File: src/crp_pkg.sv
// Shared types, constants and helpers for the cell reference parser.
`timescale 1ns / 1ps
`default_nettype none

package crp_pkg;

    // Parse position within one reference
    typedef enum logic [2:0] {
        PH_START   = 3'd0,
        PH_COLDOL  = 3'd1,
        PH_LETTERS = 3'd2,
        PH_ROWDOL  = 3'd3,
        PH_DIGITS  = 3'd4
    } t_phase;

    typedef enum logic [2:0] {
        ERR_OK        = 3'd0,
        ERR_MALFORMED = 3'd1,
        ERR_COL_HIGH  = 3'd2,
        ERR_ROW_HIGH  = 3'd3,
        ERR_ROW_ZERO  = 3'd4
    } t_err;

    localparam int unsigned CH_W      = 8;
    localparam int unsigned COL_W     = 15;
    localparam int unsigned COL_ACC_W = 16;
    localparam int unsigned ROW_W     = 21;
    localparam int unsigned ADDR_W    = 3;
    localparam int unsigned DATA_W    = 32;

    localparam logic [CH_W-1:0] CH_DOLLAR = 8'h24;
    localparam logic [CH_W-1:0] CH_BANG   = 8'h21;
    localparam logic [CH_W-1:0] CH_ZERO   = 8'h30;
    localparam logic [CH_W-1:0] CH_UPPER_A = 8'h41;
    localparam logic [CH_W-1:0] CH_LOWER_A = 8'h61;

    localparam logic [COL_ACC_W-1:0] COL_SAT = '1;
    localparam logic [ROW_W-1:0]     ROW_SAT = '1;

    localparam logic [COL_W-1:0] MAX_COL_RST = 15'd32767;
    localparam logic [ROW_W-1:0] MAX_ROW_RST = 21'd65536;

    // Register index, taken from paddr[2]
    localparam logic REG_MAX_COL = 1'b0;
    localparam logic REG_MAX_ROW = 1'b1;

    // Letter value 1..26 for A-Z or a-z, else 0
    function automatic logic [4:0] letter_value(input logic [CH_W-1:0] ch);
        logic [CH_W-1:0] d;
        begin
            d = '0;
            if (ch inside {[8'h41:8'h5A]}) begin
                d = ch - CH_UPPER_A + 8'd1;
            end else if (ch inside {[8'h61:8'h7A]}) begin
                d = ch - CH_LOWER_A + 8'd1;
            end
            return d[4:0];
        end
    endfunction

    function automatic logic is_digit(input logic [CH_W-1:0] ch);
        return ch inside {[8'h30:8'h39]};
    endfunction

endpackage

`default_nettype wire

File: src/cell_reference_parser.sv
// Top level of the A1-style cell reference parser.
`timescale 1ns / 1ps
`default_nettype none

// Parses one A1-style cell reference ("Sheet1!$B$12", "aa7", ...) fed one
// byte per item, with i_last marking the final byte. Everything up to the
// first '!' is treated as a sheet name, dropped, and flagged in
// o_sheet_given. The result item comes out of a register in the cycle after
// the last byte is taken and carries an error code (first error sticks,
// row checks made last), the column (A = 1), the row and the '$' flags;
// column and row read zero on error. The block takes one byte every
// cycle unless stalled: each byte is one pass through the parse logic
// into the state registers. Non-final bytes are taken even while a result
// sits stalled in the output register; a final byte waits only while that
// single result register is full and stalled downstream. The user must
// write max_column and max_row over APB only while no reference is in
// flight (not enforced here); both read back at addresses 0 and 4.
module cell_reference_parser
    import crp_pkg::*;
(
    input  wire logic              i_clk,
    input  wire logic              i_rst_n,

    // APB configuration port
    input  wire logic              psel,
    input  wire logic              penable,
    input  wire logic              pwrite,
    input  wire logic [ADDR_W-1:0] paddr,
    input  wire logic [DATA_W-1:0] pwdata,
    output logic      [DATA_W-1:0] prdata,
    output logic                   pready,

    // byte input
    input  wire logic              i_in_valid,
    output logic                   o_in_stall,
    input  wire logic [CH_W-1:0]   i_ch,
    input  wire logic              i_last,

    // result output
    output logic                   o_out_valid,
    input  wire logic              i_out_stall,
    output logic [2:0]             o_error_code,
    output logic [COL_W-1:0]       o_column,
    output logic [ROW_W-1:0]       o_row,
    output logic                   o_column_fixed,
    output logic                   o_row_fixed,
    output logic                   o_sheet_given
);

    // configuration
    logic [COL_W-1:0] r_max_col;
    logic [ROW_W-1:0] r_max_row;
    logic             cfg_wr;

    // parse state
    t_phase                 r_phase,      n_phase;
    logic [COL_ACC_W-1:0]   r_col_acc,    n_col_acc;
    logic [ROW_W-1:0]       r_row_acc,    n_row_acc;
    logic                   r_col_dollar, n_col_dollar;
    logic                   r_row_dollar, n_row_dollar;
    logic                   r_sheet_seen, n_sheet_seen;
    t_err                   r_err,        n_err;

    // result register
    logic                   r_out_valid;
    t_err                   r_res_err,    n_res_err;
    logic [COL_W-1:0]       r_res_col,    n_res_col;
    logic [ROW_W-1:0]       r_res_row,    n_res_row;
    logic                   r_res_cfix;
    logic                   r_res_rfix;
    logic                   r_res_sheet;

    logic                   in_acc;
    logic                   bang;
    logic [4:0]             lv;
    logic                   dig;
    logic [ROW_W-1:0]       col_prod;
    logic [ROW_W+3:0]       row_prod;
    logic [COL_ACC_W-1:0]   col_add;
    logic [ROW_W-1:0]       row_add;

    // ---------------------------------------------------------------- APB
    assign pready = 1'b1;
    assign cfg_wr = psel & penable & pwrite & pready;

    always_comb begin
        if (paddr[2] == REG_MAX_ROW) begin
            prdata = {{(DATA_W-ROW_W){1'b0}}, r_max_row};
        end else begin
            prdata = {{(DATA_W-COL_W){1'b0}}, r_max_col};
        end
    end

    always_ff @(posedge i_clk) begin
        if (!i_rst_n) begin
            r_max_col <= MAX_COL_RST;
            r_max_row <= MAX_ROW_RST;
        end else if (cfg_wr) begin
            if (paddr[2] == REG_MAX_COL) begin
                r_max_col <= pwdata[COL_W-1:0];
            end else begin
                r_max_row <= pwdata[ROW_W-1:0];
            end
        end
    end

    // ---------------------------------------------------------- handshake
    // Only a final byte needs room in the result register.
    assign o_in_stall = r_out_valid & i_out_stall & i_last;
    assign in_acc     = i_in_valid & ~o_in_stall;

    // ---------------------------------------------------- accumulate step
    assign lv   = letter_value(i_ch);
    assign dig  = is_digit(i_ch);
    assign bang = (i_ch == CH_BANG) && !r_sheet_seen;

    // column * 26 + letter, saturating at the 16-bit limit
    assign col_prod = {{(ROW_W-COL_ACC_W){1'b0}}, r_col_acc} * ROW_W'(26)
                    + {{(ROW_W-5){1'b0}}, lv};
    assign col_add  = (col_prod > {{(ROW_W-COL_ACC_W){1'b0}}, COL_SAT}) ?
                      COL_SAT : col_prod[COL_ACC_W-1:0];

    // row * 10 + digit, saturating at the 21-bit limit
    assign row_prod = {4'b0, r_row_acc} * (ROW_W+4)'(10)
                    + {{ROW_W{1'b0}}, (i_ch[3:0] - CH_ZERO[3:0])};
    assign row_add  = (row_prod > {4'b0, ROW_SAT}) ? ROW_SAT : row_prod[ROW_W-1:0];

    // ------------------------------------------------- next parse state
    always_comb begin
        n_phase      = r_phase;
        n_col_acc    = r_col_acc;
        n_row_acc    = r_row_acc;
        n_col_dollar = r_col_dollar;
        n_row_dollar = r_row_dollar;
        n_sheet_seen = r_sheet_seen;
        n_err        = r_err;

        if (bang) begin
            // sheet prefix ends: restart the parse
            n_phase      = PH_START;
            n_col_acc    = '0;
            n_row_acc    = '0;
            n_col_dollar = 1'b0;
            n_row_dollar = 1'b0;
            n_err        = ERR_OK;
            n_sheet_seen = 1'b1;
        end else if (r_err == ERR_OK) begin
            case (r_phase)
                PH_START: begin
                    if (i_ch == CH_DOLLAR) begin
                        n_col_dollar = 1'b1;
                        n_phase      = PH_COLDOL;
                    end else if (lv != 5'd0) begin
                        n_col_acc = col_add;
                        n_phase   = PH_LETTERS;
                    end else begin
                        n_err = ERR_MALFORMED;
                    end
                end
                PH_COLDOL: begin
                    if (lv != 5'd0) begin
                        n_col_acc = col_add;
                        n_phase   = PH_LETTERS;
                    end else begin
                        n_err = ERR_MALFORMED;
                    end
                end
                PH_LETTERS: begin
                    if (lv != 5'd0) begin
                        n_col_acc = col_add;
                    end else if (r_col_acc > {1'b0, r_max_col}) begin
                        // too-high column beats a bad byte here
                        n_err = ERR_COL_HIGH;
                    end else if (i_ch == CH_DOLLAR) begin
                        n_row_dollar = 1'b1;
                        n_phase      = PH_ROWDOL;
                    end else if (dig) begin
                        n_row_acc = row_add;
                        n_phase   = PH_DIGITS;
                    end else begin
                        n_err = ERR_MALFORMED;
                    end
                end
                PH_ROWDOL: begin
                    if (dig) begin
                        n_row_acc = row_add;
                        n_phase   = PH_DIGITS;
                    end else begin
                        n_err = ERR_MALFORMED;
                    end
                end
                PH_DIGITS: begin
                    if (dig) begin
                        n_row_acc = row_add;
                    end else begin
                        n_err = ERR_MALFORMED;
                    end
                end
                default: begin
                    n_err = ERR_MALFORMED;
                end
            endcase
        end
    end

    // ----------------------------------------------------- result fields
    always_comb begin
        n_res_err = n_err;
        if (n_err == ERR_OK) begin
            if (n_phase != PH_DIGITS) begin
                n_res_err = ERR_MALFORMED;   // ended before any row digit
            end else if (n_row_acc == ROW_SAT || n_row_acc > r_max_row) begin
                n_res_err = ERR_ROW_HIGH;
            end else if (n_row_acc == '0) begin
                n_res_err = ERR_ROW_ZERO;
            end
        end
        if (n_res_err == ERR_OK) begin
            n_res_col = n_col_acc[COL_W-1:0];
            n_res_row = n_row_acc;
        end else begin
            n_res_col = '0;
            n_res_row = '0;
        end
    end

    // ---------------------------------------------------------- registers
    always_ff @(posedge i_clk) begin
        if (!i_rst_n) begin
            r_phase      <= PH_START;
            r_col_acc    <= '0;
            r_row_acc    <= '0;
            r_col_dollar <= 1'b0;
            r_row_dollar <= 1'b0;
            r_sheet_seen <= 1'b0;
            r_err        <= ERR_OK;
        end else if (in_acc) begin
            if (i_last) begin
                // reference done: back to a clean start
                r_phase      <= PH_START;
                r_col_acc    <= '0;
                r_row_acc    <= '0;
                r_col_dollar <= 1'b0;
                r_row_dollar <= 1'b0;
                r_sheet_seen <= 1'b0;
                r_err        <= ERR_OK;
            end else begin
                r_phase      <= n_phase;
                r_col_acc    <= n_col_acc;
                r_row_acc    <= n_row_acc;
                r_col_dollar <= n_col_dollar;
                r_row_dollar <= n_row_dollar;
                r_sheet_seen <= n_sheet_seen;
                r_err        <= n_err;
            end
        end
    end

    always_ff @(posedge i_clk) begin
        if (!i_rst_n) begin
            r_out_valid <= 1'b0;
        end else if (in_acc && i_last) begin
            r_out_valid <= 1'b1;
        end else if (!i_out_stall) begin
            r_out_valid <= 1'b0;
        end
    end

    always_ff @(posedge i_clk) begin
        if (in_acc && i_last) begin
            r_res_err   <= n_res_err;
            r_res_col   <= n_res_col;
            r_res_row   <= n_res_row;
            r_res_cfix  <= n_col_dollar;
            r_res_rfix  <= n_row_dollar;
            r_res_sheet <= n_sheet_seen;
        end
    end

    assign o_out_valid    = r_out_valid;
    assign o_error_code   = r_res_err;
    assign o_column       = r_res_col;
    assign o_row          = r_res_row;
    assign o_column_fixed = r_res_cfix;
    assign o_row_fixed    = r_res_rfix;
    assign o_sheet_given  = r_res_sheet;

    // --------------------------------------------------------- assertions
    a_err_zeroes: assert property (@(posedge i_clk) disable iff (!i_rst_n)
        (o_out_valid && o_error_code != ERR_OK) |-> (o_column == '0 && o_row == '0))
        else $error("error result carries nonzero column or row");

    a_last_gives_result: assert property (@(posedge i_clk) disable iff (!i_rst_n)
        (in_acc && i_last) |=> o_out_valid)
        else $error("final byte taken but no result presented");

    a_row_idle: assert property (@(posedge i_clk) disable iff (!i_rst_n)
        (r_phase != PH_DIGITS) |-> (r_row_acc == '0))
        else $error("row accumulator busy outside digit phase");

    a_ok_row_range: assert property (@(posedge i_clk) disable iff (!i_rst_n)
        (o_out_valid && o_error_code == ERR_OK && $stable(r_max_row))
            |-> (o_row != '0 && o_row <= r_max_row))
        else $error("accepted row outside limits");

endmodule

`default_nettype wire
File: config.mk
export PLATFORM = sky130hd
export DESIGN_NAME = cell_reference_parser
export DESIGN_NICKNAME = d
export VERILOG_FILES = /design/src/crp_pkg.sv /design/src/cell_reference_parser.sv
export SDC_FILE = /design/constraint.sdc
export NUM_CORES = 1
export LEC_CHECK = 0
export ABC_AREA = 1
export BUFFER_PORTS_ARGS = -buffer_cell sky130_fd_sc_hd__buf_2
export CAP_MARGIN = 20
export CELL_PAD_IN_SITES_DETAIL_PLACEMENT = 1
export CELL_PAD_IN_SITES_GLOBAL_PLACEMENT = 2
export CORE_UTILIZATION = 34
export CTS_CLUSTER_SIZE = 24
export DETAILED_ROUTE_END_ITERATION = 8
export GPL_TIMING_DRIVEN = 0
export MAX_ROUTING_LAYER = met4
export PLACE_DENSITY_LB_ADDON = 0.15
export SYNTH_ARGS = -nofsm -noshare
export SYNTH_HDL_FRONTEND = slang
export SYNTH_SLANG_ARGS = --single-unit
File: constraint.sdc
create_clock -name i_clk -period 7.1 [get_ports i_clk]
set_input_delay 0.71 -clock i_clk [delete_from_list [all_inputs] [get_ports i_clk]]
set_output_delay 0.71 -clock i_clk [all_outputs]
set_load 0.02 [all_outputs]
# --- Yosys cells after proc, flatten, opt, wreduce, memory -nomap -nowiden ---
# Index checks and enable logic that the tools add are counted.
classes:
  add_sub_neg: 6
  mul: 2
  div_mod_pow: 0
  order_cmp: 10
  n_eq_ne: 10
  shift: 0
  n_mux: 59
  bitwise_logic: 7
  n_reduce_logical: 20
op_table:
  columns: ["cell", "count"]
  rows:
  - ["$mux 21", 9]
  - ["$mux 16", 6]
  - ["$mux 3", 22]
  - ["$pmux 21 s2", 1]
  - ["$pmux 16 s2", 1]
  - ["$add 25x4->25", 1]
  - ["$gt 25x21->1 const B", 1]
  - ["$mul 21x3->24 const B", 1]
  - ["$pmux 3 s4", 2]
  - ["$add 21x5->21", 1]
  - ["$eq 21x21->1 const B", 1]
  - ["$gt 21x16->1 const B", 1]
  - ["$gt 21x21->1", 1]
  - ["$logic_not 21->1", 1]
  - ["$mul 16x4->20 const B", 1]
  - ["$eq 8x6->1 const B", 2]
  - ["$ge 8x7->1 const B", 2]
  - ["$gt 16x15->1", 1]
  - ["$le 8x7->1 const B", 2]
  - ["$mux 1", 16]
  - ["$logic_not 3->1", 4]
  - ["$add 5x1->5 const B", 2]
  - ["$mux 5", 2]
  - ["$sub 5x1->5 const B", 2]
  - ["19 further kinds", 31]
word_totals:
  register_bits: 125
  latchBits: 0
  ramBits: 0
  rom_bits: 0
  input_bits: 51
  out_inout_bits: 77
  wordCells: 131
  mem_count: 0

# --- Logic depth before layout (Yosys ltp) ---
# Gate-level depths: netlist of run 1.
logic_depth:
  ltp_word: 17
  ltp_mapped: 48
  ltp_nobuf: 46

# --- Least setup slack after synthesis of run 1 ---
# Ideal clock, no wire load.
synth_timing:
  kind: "reg2reg"
  startpoint: "register r_row_acc[1]"
  endpoint: "register r_res_row[20], in the netlist o_row[20], data pin"
  arrival_time_ns: 5.095
  required_time_ns: 6.964
  slack_ns: 1.869
  path_stages_with_launch: 45
  n_path_buf: 2
  period_less_slack_ns: 5.231
  path_cell_list: "dfxtp_1 -> ha_1 -> ha_1 -> inv_1 -> fa_1 -> inv_1 -> nand3_1 -> nor2_2 -> nand3_2 -> nor2_2 -> nand3_4 -> nor2_2 -> nand4_1 -> nand2_1 -> nand2_1 -> nor2_4 -> nand2_4 -> buf_12 -> [... 9 more ...] -> a21oi_1 -> o21bai_1 -> a221oi_1 -> nand2_1 -> nand3_1 -> nand2_1 -> nand2_1 -> nand2_1 -> nand2_1 -> nand2_1 -> nand2_2 -> nand2_1 -> nand2_1 -> nand2_2 -> nor2_4 -> nand2_8 -> buf_12 -> nor2_2"
synth_between:
  elab_chain_cells: 17
  word_cells_on_any_way: 20
  cone_classes: "1 x add/sub; 1 x mul; 2 x order compare; 1 x eq/ne; 12 x mux; 3 x reduce/logical"
synth_lines:
  columns: ["item", "line_no", "rtl"]
  rows:
  - ["start, declared", "cell_reference_parser.sv:58", "logic [ROW_W-1:0] r_row_acc, n_row_acc;"]
  - ["start signal, assigned", "cell_reference_parser.sv:250", "r_row_acc <= n_row_acc;"]
  - ["$mul 21x3->24 (*)", "cell_reference_parser.sv:124", "assign row_prod = {4'b0, r_row_acc} * (ROW_W+4)'(10)"]
  - ["$add 25x4->25 (*)", "cell_reference_parser.sv:125", "+ {{ROW_W{1'b0}}, (i_ch[3:0] - CH_ZERO[3:0])};"]
  - ["$gt 25x21->1", "cell_reference_parser.sv:126", "assign row_add = (row_prod > {4'b0, ROW_SAT}) ? ROW_SAT : row_prod[ROW_W-1:0];"]
  - ["$mux 21 (*)", "cell_reference_parser.sv:126", null]
  - ["$mux 21 (*)", "cell_reference_parser.sv:177, cell_reference_parser.sv:185, cell_reference_parser.sv:193", null]
  - ["$mux 21", "cell_reference_parser.sv:174", "end else if (i_ch == CH_DOLLAR) begin"]
  - ["$mux 21", "cell_reference_parser.sv:171", "end else if (r_col_acc > {1'b0, r_max_col}) begin"]
  - ["$mux 21", "cell_reference_parser.sv:169", "if (lv != 5'd0) begin"]
  - ["[... 3 more ...]", null, null]
  - ["via n_row_acc[2]", "cell_reference_parser.sv:58", null]
  - ["$gt 21x21->1 (tied with other cells)", "cell_reference_parser.sv:212", "end else if (n_row_acc == ROW_SAT || n_row_acc > r_max_row) begin"]
  - ["$logic_or 1x1->1 or $mux 3 (tied branches)", "cell_reference_parser.sv:212, cell_reference_parser.sv:214", null]
  - ["$mux 3 (*)", "cell_reference_parser.sv:212", null]
  - ["$mux 3 (*)", "cell_reference_parser.sv:210", "if (n_phase != PH_DIGITS) begin"]
  - ["$mux 3 (*)", "cell_reference_parser.sv:209", "if (n_err == ERR_OK) begin"]
  - ["via n_res_err[1]", "cell_reference_parser.sv:66", "t_err r_res_err, n_res_err;"]
  - ["$logic_not 3->1 (*)", "cell_reference_parser.sv:218", "if (n_res_err == ERR_OK) begin"]
  - ["end signal, assigned", "cell_reference_parser.sv:273", "r_res_row <= n_res_row;"]
  - ["end, declared", "cell_reference_parser.sv:68", "logic [ROW_W-1:0] r_res_row, n_res_row;"]
# The timed path passes the listed nets; every way through them passes the cells marked *.
# A chain may end at the register's enable or synchronous reset.

# --- Worst setup path in the final report of run 1 ---
layout_timing:
  startpoint: "register r_row_acc[3]"
  endpoint: "register r_res_row[20], in the netlist o_row[20], data pin"
layout_between:
  elab_chain_cells: 17
  word_cells_on_any_way: 20
  cone_classes: "1 x add/sub; 1 x mul; 2 x order compare; 1 x eq/ne; 12 x mux; 3 x reduce/logical"
layout_lines:
  columns: ["item", "line_no"]
  rows:
  - ["$mul 21x3->24 (*)", "cell_reference_parser.sv:124"]
  - ["$add 25x4->25 (*)", "cell_reference_parser.sv:125"]
  - ["$gt 25x21->1 (*)", "cell_reference_parser.sv:126"]
  - ["$mux 21 (*)", "cell_reference_parser.sv:126"]
  - ["$mux 21 (*)", "cell_reference_parser.sv:177, cell_reference_parser.sv:185, cell_reference_parser.sv:193"]
  - ["$mux 21", "cell_reference_parser.sv:174"]
  - ["$mux 21", "cell_reference_parser.sv:171"]
  - ["$mux 21", "cell_reference_parser.sv:169"]
  - ["[... 3 more ...]", null]
  - ["via n_row_acc[1]", "cell_reference_parser.sv:58"]
  - ["$gt 21x21->1 (tied with other cells)", "cell_reference_parser.sv:212"]
  - ["$logic_or 1x1->1 or $mux 3 (tied branches)", "cell_reference_parser.sv:212, cell_reference_parser.sv:214"]
  - ["$mux 3 (*)", "cell_reference_parser.sv:212"]
  - ["$mux 3 (*)", "cell_reference_parser.sv:210"]
  - ["$mux 3 (*)", "cell_reference_parser.sv:209"]
  - ["via n_res_err[1]", "cell_reference_parser.sv:66"]
  - ["$logic_not 3->1 (*)", "cell_reference_parser.sv:218"]
# Marked as above.

==> results.cfg, run 1 <==
[floorplanning]
start_util = 0.347
die_height_um = 190
die_area_um2 = 36100
io_pins = 128
num_rows = 68
die_width_um = 190
core-area_um2 = 34600

[critical_path]
critPathMaxFanout = 10
crit_arrival_ps = 6640
slowest_stage = fa_1
required_ps = 7380
crit_path_max_incr_delay_ps = 470
cpMostUsedCell = nand2_1
start_kind = register
crit_type = register to register
cp-end-kind = register

[route]
num_vias = 12000
wl_per_cell_um = 17.9
initialDrtViolationCount = 684
ant_nets = 0
routed_wl_um = 43100
firstDrtPassIters = 5
viasPerCell = 4.98
drcViolationCount = 0

[placed_design]
place_hpwl_um = 35900
io_buffers = 102
gp_congestion = 0.889
place_ws_ps = 639

[global_routing]
antenna_found_initial = 2
first_global_vias = 12100
grt_max_degree = 25
grt_pass1_wl_um = 67700
grt_overflow = 0
grtUsageTotal = 0.251

[pwr]
p_clk_frac = 0.442
vdd_drop_max_uv = 165
power_frac_seq = 0.382
swShare = 0.316
intPower_mw = 1.39
leakagePower_nw = 6.85
p_switching_mw = 0.640
p_comb_frac = 0.176
p_per_area_nw_per_um2 = 147

[yosys]
syn_inst = 1804
syn_area_per_cell_um2 = 6.66
synthArstFlopShare = 0
synth_area_um2 = 12000
yosysUniqueCellTypes = 51
yosys_warnings = 0
ys_seq_area_frac = 0.243
synth_edf_count = 42
synth_flop_cell = dfxtp_1
ys_seq_elements = 125

[clock_tree]
htreeDepth = 4
cts_inserted_buffers = 17
post-cts-setup-buffer-count = 0
cts_tree = done
clkSinkCount = 125
clockBufferDepth = 2
insertion_delay_ps = 450
root_buffer = clkbuf_16
cts.clk_slew.worst_paths_ps = 70

[layout]
fill_cells = 4517
layout_common_cells = nand2_1, inv_1, a21oi_1
syn_to_final_growth_pct = 14.5
seq_area_um2 = 2930
multiInputGateArea_um2 = 7660
fin_nets = 2119
final_common_cell = nand2_1
drive_gt1_frac = 0.141

[outcome]
run_status = finished, final reports clean

[sta]
slew_violations = 0
clock_skew_ps = 17.8
slew_headroom = 0.324
tns_ps = 0
worst_slew_pin_slew_ps = 1010
fin_ws_ps = 747
hold_viol = 0
fin_hold_ws_ps = 472
fmax_ghz = 0.157
period_share = 0.895
finalSetupViolations = 0
rsz0062_at_grt = false
period_needed_ps = 6350

[min_path]
hp-class = register to register

[flow_run]
max-cap-violations = 0
==> registers in the layout (all words and copies together), names as in the netlist <==
name and count:
o_column_fixed 1, o_row 21, o_out_valid 1, o_sheet_given 1, r_row_dollar 1, r_col_acc 16, r_err 3, r_max_col 15
r_max_row 21, o_column 15, o_error_code 3, o_row_fixed 1, r_row_acc 21, r_phase 3, r_col_dollar 1, r_sheet_seen 1
==> critical path, delay by kind of cell (launching register included) <==
family / cells / cell delay, ps
AND/OR/NAND/NOR: 26 / 2660
AO/OA/AOI/OAI: 8 / 1460
flip-flops: 1 / 460
adder cells (fa/ha/maj): 4 / 1310
buffers and inverters: 2 / 290
==> cells by family after synthesis <==
family / synth area share
AO/OA/AOI/OAI: 0.143
XOR/XNOR: 0.0254
adder cells (fa/ha/maj): 0.147
buffers and inverters: 0.122
flip-flops: 0.243
other: 0.000625
AND/OR/NAND/NOR: 0.318
==> final cells by class <==
class | count | area share
diodes | 2 | 0.000364
well taps | 455 | 0.0414
repair buffers | 103 | 0.0385
multi-input cells | 1329 | 0.557
inverters | 289 | 0.0789
flip-flops and latches | 125 | 0.213
plain buffers | 71 | 0.0281
clock inverters | 10 | 0.00555
clock buffers | 22 | 0.0375
==> what timing repair did <==
item                                    CTS  global route
endpoints found under the setup margin    0            13
hold buffers                              0             0
gates resized for setup                   0             4
==> per-layer routing <==
| metal | global-route usage | vias to the layer above | share of wire |
|---|---|---|---|
| met5 | - | - | 0 |
| met4 | 0.0561 | 0 | 0.014 |
| met3 | 0.0269 | 34 | 0.025 |
| met2 | 0.407 | 193 | 0.46 |
| met1 | 0.334 | 5675 | 0.50 |
| li1 | - | 6081 | - |
==> metrics by stage <==
step	total power, mW	instance area [um2]	util	std cells
3_3_place_gp	1.14	13100	0.379	2371
3_5_place_dp	1.15	13200	0.380	2372
5_1_grt	2.11	13800	0.397	2405
6_report	2.03	13800	0.397	2406
4_1_cts	2.04	13800	0.397	2404
2_1_floorplan	1.03	12100	-	1814
==> power by group through the flow <==
stage          clock [mW]  sequential [mW]  combinational (mW)
6_report            0.895            0.773               0.357
3_3_place_gp            0            0.789               0.352
4_1_cts             0.907            0.773               0.360
2_1_floorplan           0            0.796               0.231
3_5_place_dp            0            0.789               0.357
5_1_grt             0.937            0.775               0.395
==> worst paths after layout <==
kind / startpoint / end / slack (ps) / depth (start not counted)
setup / recovery: r_row_acc[3] / o_row[20] / 750 / 40
hold / removal: r_row_dollar / r_row_dollar / 470 / 2
setup reg to reg: r_row_acc[3] / o_row[20] / 750 / 40
hold reg to reg: r_row_dollar / r_row_dollar / 470 / 2
==> synthesized netlist by cell type, drive strengths merged, types with 2 or more instances <==
cell type,n,area [um2]
xor2,26,235
clkbuf,45,169
fa,16,320
conb,2,7.51
or2,6,37.5
a21oi,164,855
nand4,38,238
o21a,3,22.5
nand3,115,618
dfxtp,83,1660
o22ai,11,119
buf,26,218
nor3,18,101
nor2,160,828
o21ai,115,576
edfxtp,42,1260
a2111oi,2,17.5
xnor2,8,70.1
nand2,493,1940
nor4,4,25.0
clkinv,4,16.3
inv,285,1070
o21bai,8,60.1
a211oi,3,22.5
o221ai,2,17.5
nand3b,3,22.5
ha,116,1450
Power figures use the tool's default switching activity.
==> run 2, diff against run 1 <==
--- a/config.mk
+++ b/config.mk
@@ -11,6 +11,7 @@
 export CELL_PAD_IN_SITES_DETAIL_PLACEMENT = 1
 export CELL_PAD_IN_SITES_GLOBAL_PLACEMENT = 2
 export CORE_UTILIZATION = 34
+export CTS_BUF_LIST = sky130_fd_sc_hd__clkbuf_2
 export CTS_CLUSTER_SIZE = 24
 export DETAILED_ROUTE_END_ITERATION = 8
 export GPL_TIMING_DRIVEN = 0
==> run 2 against run 1 <==
Compared with the run above: worst setup slack got worse by 21 ps; clock-buffer cell count fell by 5; register-to-register slack worse by 20 ps; combinational power about the same; sequential cell count stayed put; utilization down 1.0 points; fmax down 0.32%; sequential power hardly changed; largest power group is now sequential cells.
==> results.cfg, run 2 (synthesized netlist as in run 1, its figures left out) <==
[critical_path]
crit_path_max_incr_delay_ps = 480
cp-end-kind = register
cp_num_cells = 40
ff2ff_path_depth = 40
slowest_stage = fa_1
required_ps = 7750
start_kind = register
crit_type = register to register
critPathMaxFanout = 10
crit_arrival_ps = 7030
path_delay_family = simple AND/OR/NAND/NOR gates
crit_buf_inv = 2
ff2ff_setup_slack_ps = 730
cpMostUsedCell = nand2_1

[sta]
worst_slew_pin_slew_ps = 1070
hold_viol = 0
clock_skew_ps = 72.1
slew_violations = 0
period_needed_ps = 6370
finalSetupViolations = 0
slew_headroom = 0.279
fmax_ghz = 0.157
tns_ps = 0
rsz0062_at_grt = false
period_share = 0.898

[layout]
layout_common_cells = nand2_1, inv_1, a21oi_1
fill_cells = 4548
reg_top3 = o_row: 21 flops, r_max_row: 21 flops, r_row_acc: 21 flops
final_common_cell = nand2_1
drive_gt1_frac = 0.141
syn_to_final_growth_pct = 11.5
design_area_um2 = 13400
fin_nets = 2119

[floorplanning]
io_pins = 128
die_width_um = 190
die_height_um = 190
num_rows = 68
core-area_um2 = 34600
start_util = 0.347
die_area_um2 = 36100

[pwr]
p_per_area_nw_per_um2 = 121
leakagePower_nw = 6.70
vdd_drop_max_uv = 88.4

[placed_design]
place_hpwl_um = 35900
io_buffers = 102
gp_congestion = 0.889
postPlaceCellArea_um2 = 13200

[clock_tree]
cts.clk_slew.worst_paths_ps = 280
clkSinkCount = 125
cts_inserted_buffers = 17
post-cts-setup-buffer-count = 0
clockBufferDepth = 2
htreeDepth = 4
insertion_delay_ps = 850
cts_resized = 0
root_buffer = clkbuf_2
ctsHoldBuffers = 0
cts_tree = done

[global_routing]
first_global_vias = 12100
antenna_found_initial = 3
grt_overflow = 0
grt_max_degree = 25
grtUsageTotal = 0.250
grt_pass1_wl_um = 67200

[route]
viasPerCell = 5.02
firstDrtPassIters = 7
ant_nets = 0
initialDrtViolationCount = 639
wl_met3_um = 1260
met1_length_um = 21400
met2WireLength_um = 19700
drcViolationCount = 0
wl_per_cell_um = 17.9
num_vias = 12100
routed_wl_um = 43000
top_layer = met4

[min_path]
hp-class = primary input to register
hold_depth = 3

[flow_run]
max-cap-violations = 0

[outcome]
run_status = finished, final reports clean
-- run 2: changes by cell type in the layout (fill, tap and decap cells not counted), sizes merged --
cell / delta
bufinv: +2
clkbuf: -5
clkinv: +2
inv: +1
-- run 2: per-layer routing --
metal	up-vias	GRT usage
met1	5738	0.333
met4	0	0.0627
li1	6075	-
met3	43	0.0275
met2	223	0.401
met5	-	-
-- run 2: cell type report --
type	instances	area (um2)	share of cell area
Buffer	71	387	0.0288
Inverter	289	1090	0.0810
Clock buffer	17	85.1	0.00634
Clock inverter	15	148	0.0110
Tap cell	455	569	0.0425
Timing Repair Buffer	103	531	0.0396
Sequential cell	125	2930	0.219
Antenna cell	2	5.00	0.000373
Multi-Input combinational cell	1329	7670	0.572
-- run 2: final timing paths --
| path | startpoint | to |
|---|---|---|
| max | r_row_acc[1] | o_row[20] |
| min | pwdata[8] | r_max_col[8] |
| max reg2reg | r_row_acc[1] | o_row[20] |
| min reg2reg | r_row_dollar | r_row_dollar |
-- run 2: tightest hold or removal path, cell delays in order --
cell	delay, ps
buf_2	90
a21oi_1	60
o21ai_0	60
-- run 2: metrics by stage --
stage	hold slack, ps	worst slack [ps]	total power, mW	utilization	std cells
floorplan	425	1870	1.03	-	1814
global placement	453	745	1.14	0.379	2371
detailed placement	463	639	1.15	0.380	2372
CTS	59.4	467	1.64	0.387	2404
global route	66.2	65.6	1.70	0.387	2406
finish	110	727	1.63	0.387	2406
-- run 2: report_power, final --
| part | internal [mW] | leakage, nW | total (mW) | switching (mW) |
|---|---|---|---|---|
| Sequential | 0.759 | 1.08 | 0.774 | 0.0143 |
| Combinational | 0.108 | 5.48 | 0.357 | 0.249 |
| Clock | 0.161 | 0.140 | 0.497 | 0.337 |
| Total | 1.03 | 6.70 | 1.63 | 0.600 |
